==> config.mk <==
export PLATFORM = sky130hd
export DESIGN_NAME = grid_bfs_path_length_unit
export DESIGN_NICKNAME = d
export VERILOG_FILES = /design/src/rtl/core/gbpl_pkg.sv /design/src/rtl/core/gbpl_ram.sv /design/src/rtl/core/gbpl_datapath.sv /design/src/rtl/core/gbpl_ctrl.sv /design/src/rtl/core/grid_bfs_path_length_unit.sv
export SDC_FILE = /design/constraint.sdc
export NUM_CORES = 2
export LEC_CHECK = 0
export CAP_MARGIN = 0
export CORE_MARGIN = 4
export CORE_UTILIZATION = 45
export DETAILED_ROUTE_END_ITERATION = 10
export DONT_BUFFER_PORTS = 1
export PLACE_DENSITY = 0.7
export SETUP_SLACK_MARGIN = 0.15
export SYNTH_ARGS = -nofsm -noshare
export SYNTH_HDL_FRONTEND = slang
export SYNTH_HIERARCHICAL = 1
export SYNTH_MEMORY_MAX_BITS = 65536
export SYNTH_SLANG_ARGS = --single-unit
==> constraint.sdc <==
create_clock -name clk -period 21.8 [get_ports clk]
set_clock_uncertainty 0.2 [all_clocks]
set_input_delay 2.18 -clock clk [delete_from_list [all_inputs] [get_ports clk]]
set_output_delay 2.18 -clock clk [all_outputs]
set_load 0.05 [all_outputs]
==> src/rtl/core/gbpl_pkg.sv <==
// Shared types and constants of the grid path length unit.
package gbpl_pkg;

    localparam logic OP_LOAD  = 1'b0;
    localparam logic OP_QUERY = 1'b1;

    localparam logic REG_ROWS_IN_USE = 1'b0;
    localparam logic REG_COLS_IN_USE = 1'b1;

    localparam int CFG_W   = 5;
    localparam int COORD_W = 4;
    localparam int DIST_W  = 8;
    // wide enough for any coordinate, register value or grid bound
    localparam int CMP_W   = 9;

    localparam logic [CFG_W-1:0]  ROWS_RESET = 5'd15;
    localparam logic [CFG_W-1:0]  COLS_RESET = 5'd14;
    localparam logic [DIST_W-1:0] DIST_MAX   = 8'hFF;

    typedef logic [1:0] dir_t;
    localparam dir_t DIR_N = 2'd0;
    localparam dir_t DIR_E = 2'd1;
    localparam dir_t DIR_S = 2'd2;
    localparam dir_t DIR_W = 2'd3;

    typedef struct packed {
        logic write_cell;
        logic latch_query;
        logic clear_step;
        logic read_start;
        logic read_end;
        logic seed;
        logic pop;
        logic load_cell;
        logic issue;
        logic eval;
        logic finish;
    } dp_cmd_t;

    typedef struct packed {
        logic clear_last;
        logic in_range;
        logic ends_blocked;
        logic same_cell;
        logic queue_empty;
        logic last_nbr;
        logic hit;
    } dp_status_t;

endpackage

==> src/rtl/core/gbpl_ram.sv <==
// Generic single-write, single-read RAM with registered read data.
module gbpl_ram #(
    parameter int WIDTH = 1,
    parameter int DEPTH = 256
) (
    input  logic                     clk,
    input  logic                     we,
    input  logic [$clog2(DEPTH)-1:0] waddr,
    input  logic [WIDTH-1:0]         wdata,
    input  logic [$clog2(DEPTH)-1:0] raddr,
    output logic [WIDTH-1:0]         rdata
);

    logic [WIDTH-1:0] mem [DEPTH];
    logic [WIDTH-1:0] rdata_reg;

    always_ff @(posedge clk)
    begin
        if (we)
        begin
            mem[waddr] <= wdata;
        end
        rdata_reg <= mem[raddr];
    end

    assign rdata = rdata_reg;

endmodule

==> src/rtl/core/gbpl_datapath.sv <==
// Datapath: grid map, visited marks, search queue, neighbor walk and result registers.
module gbpl_datapath #(
    parameter int MAX_ROWS = 16,
    parameter int MAX_COLS = 16
) (
    input  logic                          clk,
    input  logic                          rst_n,
    input  gbpl_pkg::dp_cmd_t             cmd,
    output gbpl_pkg::dp_status_t          status,
    input  logic                          cfg_we,
    input  logic                          cfg_index,
    input  logic [gbpl_pkg::CFG_W-1:0]    cfg_data,
    input  logic [gbpl_pkg::COORD_W-1:0]  cell_row,
    input  logic [gbpl_pkg::COORD_W-1:0]  cell_col,
    input  logic                          cell_blocked,
    input  logic [gbpl_pkg::COORD_W-1:0]  start_row,
    input  logic [gbpl_pkg::COORD_W-1:0]  start_col,
    input  logic [gbpl_pkg::COORD_W-1:0]  end_row,
    input  logic [gbpl_pkg::COORD_W-1:0]  end_col,
    output logic                          reachable,
    output logic [gbpl_pkg::DIST_W-1:0]   distance
);

    import gbpl_pkg::*;

    localparam int CELLS = MAX_ROWS * MAX_COLS;
    localparam int AW    = $clog2(CELLS);
    localparam int RW    = $clog2(MAX_ROWS);
    localparam int CW    = $clog2(MAX_COLS);
    localparam int QW    = DIST_W + RW + CW;

    function automatic logic [AW-1:0] cell_addr(input logic [RW-1:0] r,
                                                 input logic [CW-1:0] c);
        return AW'(r * MAX_COLS + c);
    endfunction

    // configuration
    logic [CFG_W-1:0] rows_reg, rows_next;
    logic [CFG_W-1:0] cols_reg, cols_next;
    logic [CMP_W-1:0] lim_r, lim_c;

    // query endpoints
    logic [COORD_W-1:0] sr_reg, sr_next, sc_reg, sc_next;
    logic [COORD_W-1:0] er_reg, er_next, ec_reg, ec_next;
    logic [RW-1:0]      s_row, e_row;
    logic [CW-1:0]      s_col, e_col;
    logic [AW-1:0]      s_addr, e_addr;

    // search control
    logic [AW-1:0]      clr_cnt_reg, clr_cnt_next;
    logic [AW:0]        head_reg, head_next;
    logic [AW:0]        tail_reg, tail_next;
    dir_t               k_reg, k_next;
    logic               pend_valid_reg, pend_valid_next;
    logic               found_reg, found_next;
    logic               bs_reg, bs_next;

    // current cell and pending neighbor
    logic [RW-1:0]      p_row_reg, p_row_next, pend_row_reg, pend_row_next;
    logic [CW-1:0]      p_col_reg, p_col_next, pend_col_reg, pend_col_next;
    logic [DIST_W-1:0]  p_dist_reg, p_dist_next, dist_reg, dist_next;
    logic [DIST_W-1:0]  nxt_dist;

    logic               reachable_reg, reachable_next;
    logic [DIST_W-1:0]  distance_reg, distance_next;

    // neighbor
    logic               nbr_ok;
    logic [RW-1:0]      nbr_row;
    logic [CW-1:0]      nbr_col;
    logic [AW-1:0]      nbr_addr, pend_addr;

    // memories
    logic               blk_we, blk_wdata, blk_rdata;
    logic [AW-1:0]      blk_waddr, blk_raddr;
    logic               vis_we, vis_wdata, vis_rdata;
    logic [AW-1:0]      vis_waddr;
    logic               q_we;
    logic [AW-1:0]      q_waddr;
    logic [QW-1:0]      q_wdata, q_rdata;

    logic               load_ok, seed_ok, push, hit, in_range, ends_blocked, same_cell;

    assign lim_r = (CMP_W'(rows_reg) > CMP_W'(MAX_ROWS)) ? CMP_W'(MAX_ROWS) : CMP_W'(rows_reg);
    assign lim_c = (CMP_W'(cols_reg) > CMP_W'(MAX_COLS)) ? CMP_W'(MAX_COLS) : CMP_W'(cols_reg);

    assign s_row  = RW'(sr_reg);
    assign s_col  = CW'(sc_reg);
    assign e_row  = RW'(er_reg);
    assign e_col  = CW'(ec_reg);
    assign s_addr = cell_addr(s_row, s_col);
    assign e_addr = cell_addr(e_row, e_col);

    assign in_range = (CMP_W'(sr_reg) < lim_r) && (CMP_W'(sc_reg) < lim_c) &&
                      (CMP_W'(er_reg) < lim_r) && (CMP_W'(ec_reg) < lim_c);
    assign same_cell    = (sr_reg == er_reg) && (sc_reg == ec_reg);
    assign ends_blocked = bs_reg | blk_rdata;

    assign load_ok = (CMP_W'(cell_row) < CMP_W'(MAX_ROWS)) &&
                     (CMP_W'(cell_col) < CMP_W'(MAX_COLS));

    always_comb
    begin
        nbr_ok  = 1'b0;
        nbr_row = p_row_reg;
        nbr_col = p_col_reg;
        case (k_reg)
            DIR_N:
            begin
                nbr_ok  = (p_row_reg != '0);
                nbr_row = p_row_reg - RW'(1);
            end
            DIR_E:
            begin
                nbr_ok  = (CMP_W'(p_col_reg) + CMP_W'(1)) < lim_c;
                nbr_col = p_col_reg + CW'(1);
            end
            DIR_S:
            begin
                nbr_ok  = (CMP_W'(p_row_reg) + CMP_W'(1)) < lim_r;
                nbr_row = p_row_reg + RW'(1);
            end
            DIR_W:
            begin
                nbr_ok  = (p_col_reg != '0);
                nbr_col = p_col_reg - CW'(1);
            end
            default:
            begin
                nbr_ok = 1'b0;
            end
        endcase
    end

    assign nbr_addr  = cell_addr(nbr_row, nbr_col);
    assign pend_addr = cell_addr(pend_row_reg, pend_col_reg);

    assign nxt_dist = (p_dist_reg == DIST_MAX) ? DIST_MAX : p_dist_reg + DIST_W'(1);
    assign seed_ok  = cmd.seed & ~ends_blocked;
    assign push     = cmd.eval & pend_valid_reg & ~blk_rdata & ~vis_rdata;
    assign hit      = push & (pend_row_reg == e_row) & (pend_col_reg == e_col);

    // blocked map: written by loads, read for endpoints and neighbors
    assign blk_we    = cmd.write_cell & load_ok;
    assign blk_waddr = cell_addr(RW'(cell_row), CW'(cell_col));
    assign blk_wdata = cell_blocked;
    assign blk_raddr = cmd.read_start ? s_addr : (cmd.read_end ? e_addr : nbr_addr);

    // visited marks: swept clear at query start, set on seed and push
    assign vis_we    = cmd.clear_step | seed_ok | push;
    assign vis_waddr = cmd.clear_step ? clr_cnt_reg : (cmd.seed ? s_addr : pend_addr);
    assign vis_wdata = ~cmd.clear_step;

    // queue entries carry the step count along with the cell
    assign q_we    = seed_ok | push;
    assign q_waddr = cmd.seed ? '0 : tail_reg[AW-1:0];
    assign q_wdata = cmd.seed ? {DIST_W'(0), s_row, s_col}
                              : {nxt_dist, pend_row_reg, pend_col_reg};

    gbpl_ram #(.WIDTH(1), .DEPTH(CELLS)) u_blk_ram (
        .clk   (clk),
        .we    (blk_we),
        .waddr (blk_waddr),
        .wdata (blk_wdata),
        .raddr (blk_raddr),
        .rdata (blk_rdata)
    );

    gbpl_ram #(.WIDTH(1), .DEPTH(CELLS)) u_vis_ram (
        .clk   (clk),
        .we    (vis_we),
        .waddr (vis_waddr),
        .wdata (vis_wdata),
        .raddr (nbr_addr),
        .rdata (vis_rdata)
    );

    gbpl_ram #(.WIDTH(QW), .DEPTH(CELLS)) u_queue_ram (
        .clk   (clk),
        .we    (q_we),
        .waddr (q_waddr),
        .wdata (q_wdata),
        .raddr (head_reg[AW-1:0]),
        .rdata (q_rdata)
    );

    always_comb
    begin
        rows_next       = rows_reg;
        cols_next       = cols_reg;
        sr_next         = sr_reg;
        sc_next         = sc_reg;
        er_next         = er_reg;
        ec_next         = ec_reg;
        clr_cnt_next    = clr_cnt_reg;
        head_next       = head_reg;
        tail_next       = tail_reg;
        k_next          = k_reg;
        pend_valid_next = pend_valid_reg;
        found_next      = found_reg;
        bs_next         = bs_reg;
        p_row_next      = p_row_reg;
        p_col_next      = p_col_reg;
        p_dist_next     = p_dist_reg;
        pend_row_next   = pend_row_reg;
        pend_col_next   = pend_col_reg;
        dist_next       = dist_reg;
        reachable_next  = reachable_reg;
        distance_next   = distance_reg;

        if (cfg_we)
        begin
            case (cfg_index)
                REG_ROWS_IN_USE: rows_next = cfg_data;
                REG_COLS_IN_USE: cols_next = cfg_data;
                default:         rows_next = rows_reg;
            endcase
        end

        if (cmd.latch_query)
        begin
            sr_next      = start_row;
            sc_next      = start_col;
            er_next      = end_row;
            ec_next      = end_col;
            clr_cnt_next = '0;
            head_next    = '0;
            tail_next    = '0;
            found_next   = 1'b0;
        end

        if (cmd.clear_step)
        begin
            clr_cnt_next = clr_cnt_reg + AW'(1);
        end

        if (cmd.read_end)
        begin
            bs_next = blk_rdata;
        end

        if (seed_ok)
        begin
            tail_next = (AW + 1)'(1);
            if (same_cell)
            begin
                found_next = 1'b1;
                dist_next  = '0;
            end
        end

        if (cmd.pop)
        begin
            head_next = head_reg + (AW + 1)'(1);
        end

        if (cmd.load_cell)
        begin
            {p_dist_next, p_row_next, p_col_next} = q_rdata;
            k_next          = DIR_N;
            pend_valid_next = 1'b0;
        end

        if (cmd.issue)
        begin
            k_next          = k_reg + 2'd1;
            pend_valid_next = nbr_ok;
            pend_row_next   = nbr_row;
            pend_col_next   = nbr_col;
        end
        else if (cmd.eval)
        begin
            pend_valid_next = 1'b0;
        end

        if (push)
        begin
            tail_next = tail_reg + (AW + 1)'(1);
        end

        if (hit)
        begin
            found_next = 1'b1;
            dist_next  = nxt_dist;
        end

        if (cmd.finish)
        begin
            reachable_next = found_reg;
            distance_next  = found_reg ? dist_reg : '0;
        end
    end

    always_ff @(posedge clk or negedge rst_n)
    begin
        if (!rst_n)
        begin
            rows_reg       <= ROWS_RESET;
            cols_reg       <= COLS_RESET;
            clr_cnt_reg    <= '0;
            head_reg       <= '0;
            tail_reg       <= '0;
            k_reg          <= DIR_N;
            pend_valid_reg <= 1'b0;
            found_reg      <= 1'b0;
            reachable_reg  <= 1'b0;
            distance_reg   <= '0;
        end
        else
        begin
            rows_reg       <= rows_next;
            cols_reg       <= cols_next;
            clr_cnt_reg    <= clr_cnt_next;
            head_reg       <= head_next;
            tail_reg       <= tail_next;
            k_reg          <= k_next;
            pend_valid_reg <= pend_valid_next;
            found_reg      <= found_next;
            reachable_reg  <= reachable_next;
            distance_reg   <= distance_next;
        end
    end

    always_ff @(posedge clk)
    begin
        sr_reg       <= sr_next;
        sc_reg       <= sc_next;
        er_reg       <= er_next;
        ec_reg       <= ec_next;
        bs_reg       <= bs_next;
        p_row_reg    <= p_row_next;
        p_col_reg    <= p_col_next;
        p_dist_reg   <= p_dist_next;
        pend_row_reg <= pend_row_next;
        pend_col_reg <= pend_col_next;
        dist_reg     <= dist_next;
    end

    assign status.clear_last   = (clr_cnt_reg == AW'(CELLS - 1));
    assign status.in_range     = in_range;
    assign status.ends_blocked = ends_blocked;
    assign status.same_cell    = same_cell;
    assign status.queue_empty  = (head_reg == tail_reg);
    assign status.last_nbr     = (k_reg == DIR_W);
    assign status.hit          = hit;

    assign reachable = reachable_reg;
    assign distance  = distance_reg;

endmodule

==> src/rtl/core/gbpl_ctrl.sv <==
// Controller: sequences loads, the clear sweep and the breadth-first walk.
module gbpl_ctrl (
    input  logic                 clk,
    input  logic                 rst_n,
    input  logic                 start,
    input  logic                 operation,
    input  gbpl_pkg::dp_status_t status,
    output gbpl_pkg::dp_cmd_t    cmd,
    output logic                 busy,
    output logic                 done
);

    import gbpl_pkg::*;

    typedef enum logic [3:0] {
        S_IDLE,
        S_CLEAR,
        S_RD_START,
        S_RD_END,
        S_SEED,
        S_POP,
        S_LOAD,
        S_NBR,
        S_FLUSH,
        S_DONE
    } state_t;

    state_t state_reg, state_next;
    logic   busy_reg, busy_next;
    logic   done_reg, done_next;

    always_comb
    begin
        cmd        = '0;
        state_next = state_reg;
        case (state_reg)
            S_IDLE:
            begin
                if (start)
                begin
                    if (operation == OP_LOAD)
                    begin
                        cmd.write_cell = 1'b1;
                    end
                    else
                    begin
                        cmd.latch_query = 1'b1;
                        state_next      = S_CLEAR;
                    end
                end
            end
            S_CLEAR:
            begin
                cmd.clear_step = 1'b1;
                if (status.clear_last)
                begin
                    state_next = status.in_range ? S_RD_START : S_DONE;
                end
            end
            S_RD_START:
            begin
                cmd.read_start = 1'b1;
                state_next     = S_RD_END;
            end
            S_RD_END:
            begin
                cmd.read_end = 1'b1;
                state_next   = S_SEED;
            end
            S_SEED:
            begin
                cmd.seed   = 1'b1;
                state_next = (status.ends_blocked || status.same_cell) ? S_DONE : S_POP;
            end
            S_POP:
            begin
                if (status.queue_empty)
                begin
                    state_next = S_DONE;
                end
                else
                begin
                    cmd.pop    = 1'b1;
                    state_next = S_LOAD;
                end
            end
            S_LOAD:
            begin
                cmd.load_cell = 1'b1;
                state_next    = S_NBR;
            end
            S_NBR:
            begin
                cmd.issue = 1'b1;
                cmd.eval  = 1'b1;
                if (status.hit)
                begin
                    state_next = S_DONE;
                end
                else if (status.last_nbr)
                begin
                    state_next = S_FLUSH;
                end
            end
            S_FLUSH:
            begin
                cmd.eval   = 1'b1;
                state_next = status.hit ? S_DONE : S_POP;
            end
            S_DONE:
            begin
                cmd.finish = 1'b1;
                state_next = S_IDLE;
            end
            default:
            begin
                state_next = S_IDLE;
            end
        endcase
    end

    assign busy_next = (state_next != S_IDLE);
    assign done_next = (state_reg == S_DONE);

    always_ff @(posedge clk or negedge rst_n)
    begin
        if (!rst_n)
        begin
            state_reg <= S_IDLE;
            busy_reg  <= 1'b0;
            done_reg  <= 1'b0;
        end
        else
        begin
            state_reg <= state_next;
            busy_reg  <= busy_next;
            done_reg  <= done_next;
        end
    end

    assign busy = busy_reg;
    assign done = done_reg;

endmodule

==> src/rtl/core/grid_bfs_path_length_unit.sv <==
// Top level: grid shortest path length by four-neighbor breadth-first search.
// Load (operation 0): busy stays low, and the next transfer may follow at once.
// Query: visited-mark clearing over all MAX_ROWS*MAX_COLS cells, endpoint checks, then for
//   each expanded cell a queue read, four neighbor probes and one flush, then done.
//   One query at a time, no result stall.
// rst_n is asynchronous: state machine idle, queue pointers cleared, rows 15, cols 14.
module grid_bfs_path_length_unit #(
    parameter int MAX_ROWS = 16,
    parameter int MAX_COLS = 16
) (
    input  logic                          clk,
    input  logic                          rst_n,
    // command transfer: taken when start is high and busy is low
    input  logic                          start,
    output logic                          busy,
    input  logic                          operation,
    input  logic [gbpl_pkg::COORD_W-1:0]  cell_row,
    input  logic [gbpl_pkg::COORD_W-1:0]  cell_col,
    input  logic                          cell_blocked,
    input  logic [gbpl_pkg::COORD_W-1:0]  start_row,
    input  logic [gbpl_pkg::COORD_W-1:0]  start_col,
    input  logic [gbpl_pkg::COORD_W-1:0]  end_row,
    input  logic [gbpl_pkg::COORD_W-1:0]  end_col,
    // result transfer: one cycle, marked by done
    output logic                          done,
    output logic                          reachable,
    output logic [gbpl_pkg::DIST_W-1:0]   distance,
    // register writes: index 0 rows_in_use, index 1 cols_in_use
    input  logic                          cfg_we,
    input  logic                          cfg_index,
    input  logic [gbpl_pkg::CFG_W-1:0]    cfg_data
);

    import gbpl_pkg::*;

    dp_cmd_t    cmd;
    dp_status_t status;

    // Controller accepts only in idle; it walks the clear sweep, checks the
    // endpoints (stopping if out of range, blocked or equal), then pops cells
    // and probes their neighbors until the end cell is marked or the queue runs dry.
    gbpl_ctrl u_ctrl (
        .clk       (clk),
        .rst_n     (rst_n),
        .start     (start),
        .operation (operation),
        .status    (status),
        .cmd       (cmd),
        .busy      (busy),
        .done      (done)
    );

    // Datapath holds the map, visited marks and queue RAMs. Queue entries
    // carry their step count, so no per-cell distance store is needed.
    gbpl_datapath #(
        .MAX_ROWS (MAX_ROWS),
        .MAX_COLS (MAX_COLS)
    ) u_dp (
        .clk          (clk),
        .rst_n        (rst_n),
        .cmd          (cmd),
        .status       (status),
        .cfg_we       (cfg_we),
        .cfg_index    (cfg_index),
        .cfg_data     (cfg_data),
        .cell_row     (cell_row),
        .cell_col     (cell_col),
        .cell_blocked (cell_blocked),
        .start_row    (start_row),
        .start_col    (start_col),
        .end_row      (end_row),
        .end_col      (end_col),
        .reachable    (reachable),
        .distance     (distance)
    );

endmodule

Word-level counts from Yosys, hierarchy flattened --
Memory sizes are Yosys's and may differ from the RTL's. A register that Yosys moved wholly into a read port is not among the register bits. Cells that the tools add are included.
Operators by class: add/subtract/negate cells 16, magnitude comparators 8, equal/unequal tests 19, mux-type cells 61, bitwise logic cells 15, reductions and logical operators 21
Operators with widths (count):
- 2-to-1 mux 8 bit | 12
- adder 8 x 4 -> 8 bit | 5
- < comparator 4 x 9 -> 1 bit | 4
- 2-to-1 mux 4 bit | 9
- 2-to-1 mux 9 bit | 4
- case mux 4 bit (9 select lines) | 1
- 2-to-1 mux 1 bit | 25
- adder 9 x 1 -> 9 bit, second input constant | 2
- < comparator 9 bit | 2
- adder 8 x 1 -> 8 bit, second input constant | 2
- equality test 4 x 3 -> 1 bit, second input constant | 4
- equality test 4 bit | 4
- equality test 8 bit, second input constant | 2
- 2-to-1 mux 16 bit | 1
- case mux 4 bit (2 select lines) | 2
- nonzero test 4 bit | 3
- adder 4 x 1 -> 5 bit, second input constant | 2
- > comparator 5 bit, second input constant | 2
- 2-to-1 mux 5 bit | 2
- nonzero test 2 bit | 5
- equality test 9 bit | 1
- adder 4 x 1 -> 4 bit, second input constant | 2
- equality test 4 x 2 -> 1 bit, second input constant | 2
- equality test 4 bit, second input constant | 2
- other kinds (17) | 40
Storage, ports and cells: bits in registers 104, memory bits (writable) 4608, bits of input ports 36, output and inout port bits 11, logic and storage cells 167, memories 3
Memories:
- u_dp.u_queue_ram.mem | words 256, width 16, read ports 1, clocked after memory_dff 1, write ports 1, line gbpl_ram.sv:14 | logic [WIDTH-1:0] mem [DEPTH];
- u_dp.u_blk_ram.mem | words 256, width 1, read ports 1, clocked after memory_dff 1, write ports 1, line gbpl_ram.sv:14
- u_dp.u_vis_ram.mem | words 256, width 1, read ports 1, clocked after memory_dff 1, write ports 1, line gbpl_ram.sv:14

Longest topological paths before layout --
depth in word-level cells 11, depth in mapped cells 16, depth with buffers taken out 13

Cells and area by module --
The synthesis kept the hierarchy.
By module, submodules not included:
- gbpl_ram at u_dp.u_queue_ram | times used 1, cells an instance 7360, area each 158714.7 sq um
- gbpl_ram at u_dp.u_blk_ram ... | times used 2, cells an instance 788, area each 11128.2 sq um
- gbpl_datapath | times used 1, cells an instance 537, area each 5599.1 sq um
- gbpl_ctrl | times used 1, cells an instance 57, area each 485.5 sq um

Worst setup path before layout --
OpenSTA, ideal clock, no wires.
path type register -> register, start register u_ctrl.state_reg[3], end memory u_dp/u_queue_ram/mem[0][10] in the netlist's numbering, data pin, library setup time 2.099 ns, arrival time 10.881 ns, required time 19.501 ns, slack 8.620 ns, cell stages (with the launch flop) 8, period minus slack after synthesis 13.180 ns, path through dfrtp_1 > buf_2 > or2b_1 > nor3_1 > buf_2 > buf_2 > buf_1 > nor3_1
RTL lines:
- start: declaration | line gbpl_ctrl.sv:28 | state_t state_reg, state_next;
- start signal: assignment | line gbpl_ctrl.sv:135 | state_reg <= state_next;
- end: declaration | line gbpl_ram.sv:14

==> Implementation_results.wiki <==
{| class="wikitable"
! Metric !! Value
|-
| Area enclosed by the die boundary || between 400000 and 500000 sq um
|-
| Total congestion overflow after global routing || 0
|-
| Number of pins exceeding their max-slew limit in the final report || 3
|-
| CTS tree || done
|-
| Tmin final || approximately 7.7 ns
|-
| Via count of the first global-routing pass || roughly 95000
|-
| Residual DRC || 0
|-
| Result of the run || finished, violations left
|-
| Number of gates resized after CTS || 0
|-
| Met2 GRT Util || 34.4%
|-
| Number of flip-flops in the largest register || 4096
|-
| Data required time at the worst endpoint || about 22 ns
|-
| Total CTS buffers || 443
|-
| Relative slew slack || -3.76%
|-
| Routed wire length per instance || just over 30 um
|-
| Synth top area share || 74.8%
|-
| Placed standard-cell area || roughly 190000 sq um
|-
| Max rail drop VDD || 0.000139 V
|-
| Library cell contributing the largest single delay on the critical path || sky130_fd_sc_hd__dfrtp_4
|-
| Wire length of the first global-routing pass || approximately 680 mm
|-
| CP Cell Sequence || buf_12 -> buf_4 -> buf_4 -> buf_4 -> buf_4 -> mux4_2 -> mux4_2 -> a22o_1 -> o32ai_1 -> nor4_1
|-
| Arrival time reported for the critical path endpoint || around 8.3 ns
|-
| Filler instances || roughly 32000
|-
| Number of enable-type register cells in the synthesized netlist || ~4700
|-
| Row Count || ~240
|-
| Post-route clock period utilization || a little over a third
|-
| Number of antenna violations at the first check in global routing || 26
|-
| Global placer's final weighted congestion || 0.845
|-
| Number of standard cells in the layout, taps in and fillers out || around 16000
|-
| Fraction of final layout cells sized beyond drive strength 1 || around a fifth
|-
| Warning count from the yosys run || 6
|-
| Setup violation total in the final timing report || 0
|-
| Number of maximum-capacitance constraint violations || 2
|-
| Port-buffer cells || 0
|-
| Die width || ~650 um
|-
| Syn nets || between 9000 and 10000
|-
| Detailed Routing Iterations Pass 1 || 7
|-
| Routing layer with the top usage in global route || met2
|-
| Global-route met1 utilization || 30.0%
|-
| Count of vias placed by the detailed router || 97324
|-
| Power density over cell area || roughly 110 nW/um^2
|-
| Fmax achieved || 0.129 GHz
|-
| Num Clock Sinks || roughly 4700
|-
| Most numerous cell types in the synthesized netlist || sky130_fd_sc_hd__edfxtp_1 (4657), sky130_fd_sc_hd__nor2_1 (889), sky130_fd_sc_hd__mux4_2 (881)
|-
| Largest net degree at the start of global routing || 257
|-
| Number of top-level design ports || 47
|-
| Hold Path Class || flip-flop to flip-flop
|-
| Final net count || between 9000 and 10000
|-
| First DRT Iteration DRCs || approximately 14000
|-
| Startpoint of the worst-slack reg-to-reg timing path || u_dp/head_reg[0]
|-
| Post-detailed-routing wire length || around 470 mm
|-
| Registers with the highest flip-flop counts || u_dp/u_queue_ram/mem: 4096 flops, u_dp/u_blk_ram/mem: 256 flops, u_dp/u_vis_ram/mem: 256 flops
|-
| Max Buffers Root-to-Sink || 4
|-
| Violations in the final reports || capacitance limit, slew limit
|-
| Sort of element at the end of the critical path || flip-flop
|-
| Number of H-tree levels || 5
|-
| Largest register by flop count || u_dp/u_queue_ram/mem
|-
| Most frequent cell after synthesis || sky130_fd_sc_hd__edfxtp_1
|-
| RSZ-0062 raised after global routing || false
|-
| CTS Hold Buffers Added || 0
|-
| Startpoint type of the worst setup path || flip-flop
|-
| Slew of the pin with the lowest slew margin || roughly 1.5 ns
|-
| Startpoint-to-endpoint class of the critical path || flip-flop to flip-flop
|-
| Static leakage power || about 63 nW
|-
| Clock-pin slew of the registers on the worst-case setup and hold paths || roughly 0.06 ns
|-
| Layout Area Growth over Synthesis || 11.5%
|-
| Hold_ws || between 0.3 and 0.4 ns
|-
| Starting utilization of the core area || 45.2%
|-
| Library cells used by synthesis || 80
|-
| Via density || about 6.2
|-
| Largest cells by area after synthesis || sky130_fd_sc_hd__edfxtp_1 (75%), sky130_fd_sc_hd__mux4_2 (11%), sky130_fd_sc_hd__mux2i_1 (3.6%), sky130_fd_sc_hd__nor2_1 (1.8%), sky130_fd_sc_hd__o221ai_1 (1.2%)
|-
| Post-Syn Area per Cell || approximately 20 sq um
|-
| Post-synthesis register bit count || 4730
|-
| Insertion delay to the later sink of the worst-skew pair || 1.02 ns
|-
| DP Wirelength || 274 mm
|-
| Count of nets left with antenna violations after detail routing || 0
|-
| Final hold violations || 0
|-
| Leading register cell type out of synthesis || sky130_fd_sc_hd__edfxtp_1
|-
| Core region area || about 410000 sq um
|-
| Most repeated library cell on the critical path || sky130_fd_sc_hd__buf_4
|-
| Height of the chip || roughly 650 um
|-
| Library cell used as clock root buffer || sky130_fd_sc_hd__clkbuf_16
|-
| Placed Instances || roughly 15000
|-
| Met3 Resource Use GR || 4.61%
|-
| Number of standard cells after synthesis || around 9500
|-
| Post-route cell area || 209000 sq um
|-
| Critical path origin || u_dp/head_reg[0]
|-
| Setup fix buffers added after clock tree synthesis || 0
|-
| Share of async-settable or async-resettable flops after synthesis || under 10%
|-
| Yosys top cell by area || sky130_fd_sc_hd__edfxtp_1
|-
| Hold Path Origin || u_dp/clr_cnt_reg[6]
|-
| Critical Path Fanout Max || about 130
|-
| Netlist area before placement || 187000 sq um
|-
| Max incr delay on CP || approximately 0.98 ns
|-
| Sequential-to-total area share from yosys stat || approximately three quarters
|-
| Overall Global Routing Usage || 21.6%
|-
| TNS Setup || 0 ns
|}
## stage by stage
stage / utilization (%) / total power, mW / worst slack, ns
2_1_floorplan: - / 14.0 / 8.62
3_3_place_gp: 47.0 / 15.3 / 14.07
3_5_place_dp: 47.0 / 15.4 / 14.04
4_1_cts: 50.4 / 22.9 / 14.01
5_1_grt: 50.4 / 23.6 / 13.67
6_report: 50.4 / 22.8 / 14.06
## cells in the final DEF (no fill, tap or decap), drive strengths merged, types with 90 or more instances in the layout
cell    count
edfxtp   4657
nor2      889
mux4      881
mux2i     682
clkbuf    547
buf       385
o221ai    253
clkinv    216
a21oi     206
o22ai     196
nand2     130
mux2      117
nor3      110
nand3      90
o21ai      90
## report_power, final
group | leakage, nW | internal, mW | switching (mW)
Combinational | 13.1 | 1.84 | 2.86
Sequential | 42.7 | 10.4 | 0.172
Clock | 6.94 | 4.24 | 3.34
Total | 62.7 | 16.4 | 6.37
## critical path: cells and delay by family (launching register included)
| family | cells | cell delay, ns |
|---|---|---|
| buffers and inverters | 5 | 3.95 |
| multiplexers | 2 | 1.03 |
| flip-flops | 1 | 0.98 |
| AO/OA/AOI/OAI | 2 | 0.91 |
| AND/OR/NAND/NOR | 1 | 0.16 |
## area by class of cell
class	instances	area, sq um	share of cell area, %
sequential	4730	142000	67.9
multi-input combinational	4175	42600	20.4
clock buffer	547	11700	5.60
tap	5474	6850	3.28
timing repair buffer	385	3040	1.46
clock inverter	275	2580	1.24
inverter	36	153	0.0732
antenna	10	25.0	0.0120
## metal layers
| layer | share of wire (%) | wire (um) | vias up |
|---|---|---|---|
| met3 | 11 | 52600 | 906 |
| met5 | 0.015 | 73 | - |
| met4 | 3.6 | 17000 | 10 |
| met2 | 48 | 225000 | 5840 |
| met1 | 38 | 178000 | 50872 |
| li1 | - | - | 39696 |
## worst paths after layout
| path | endpoint | slack, ns | cells after the start |
|---|---|---|---|
| max in group asynchronous | u_dp/head_reg[3] | 20.47 | 0 |
| max reg2reg | u_dp/u_queue_ram/rdata[7] | 14.06 | 10 |
| min | u_dp/clr_cnt_reg[6] | 0.33 | 1 |
| min reg2reg | u_dp/clr_cnt_reg[6] | 0.33 | 1 |
| max | u_dp/u_queue_ram/rdata[7] | 14.06 | 10 |
| min in group asynchronous | u_dp/head_reg[1] | 0.69 | 0 |
## logic make-up after synthesis
logic type               count (synthesis)  share of synthesized area, %
adder cells (fa/ha/maj)                 39                         0.267
buffers and inverters                  625                          1.86
multiplexers                          1680                          15.0
AO/OA/AOI/OAI                          992                          3.71
XOR/XNOR                                40                         0.187
AND/OR/NAND/NOR                       1424                          3.32
flip-flops                            4730                          75.7
(Power assumes the default switching activity.)
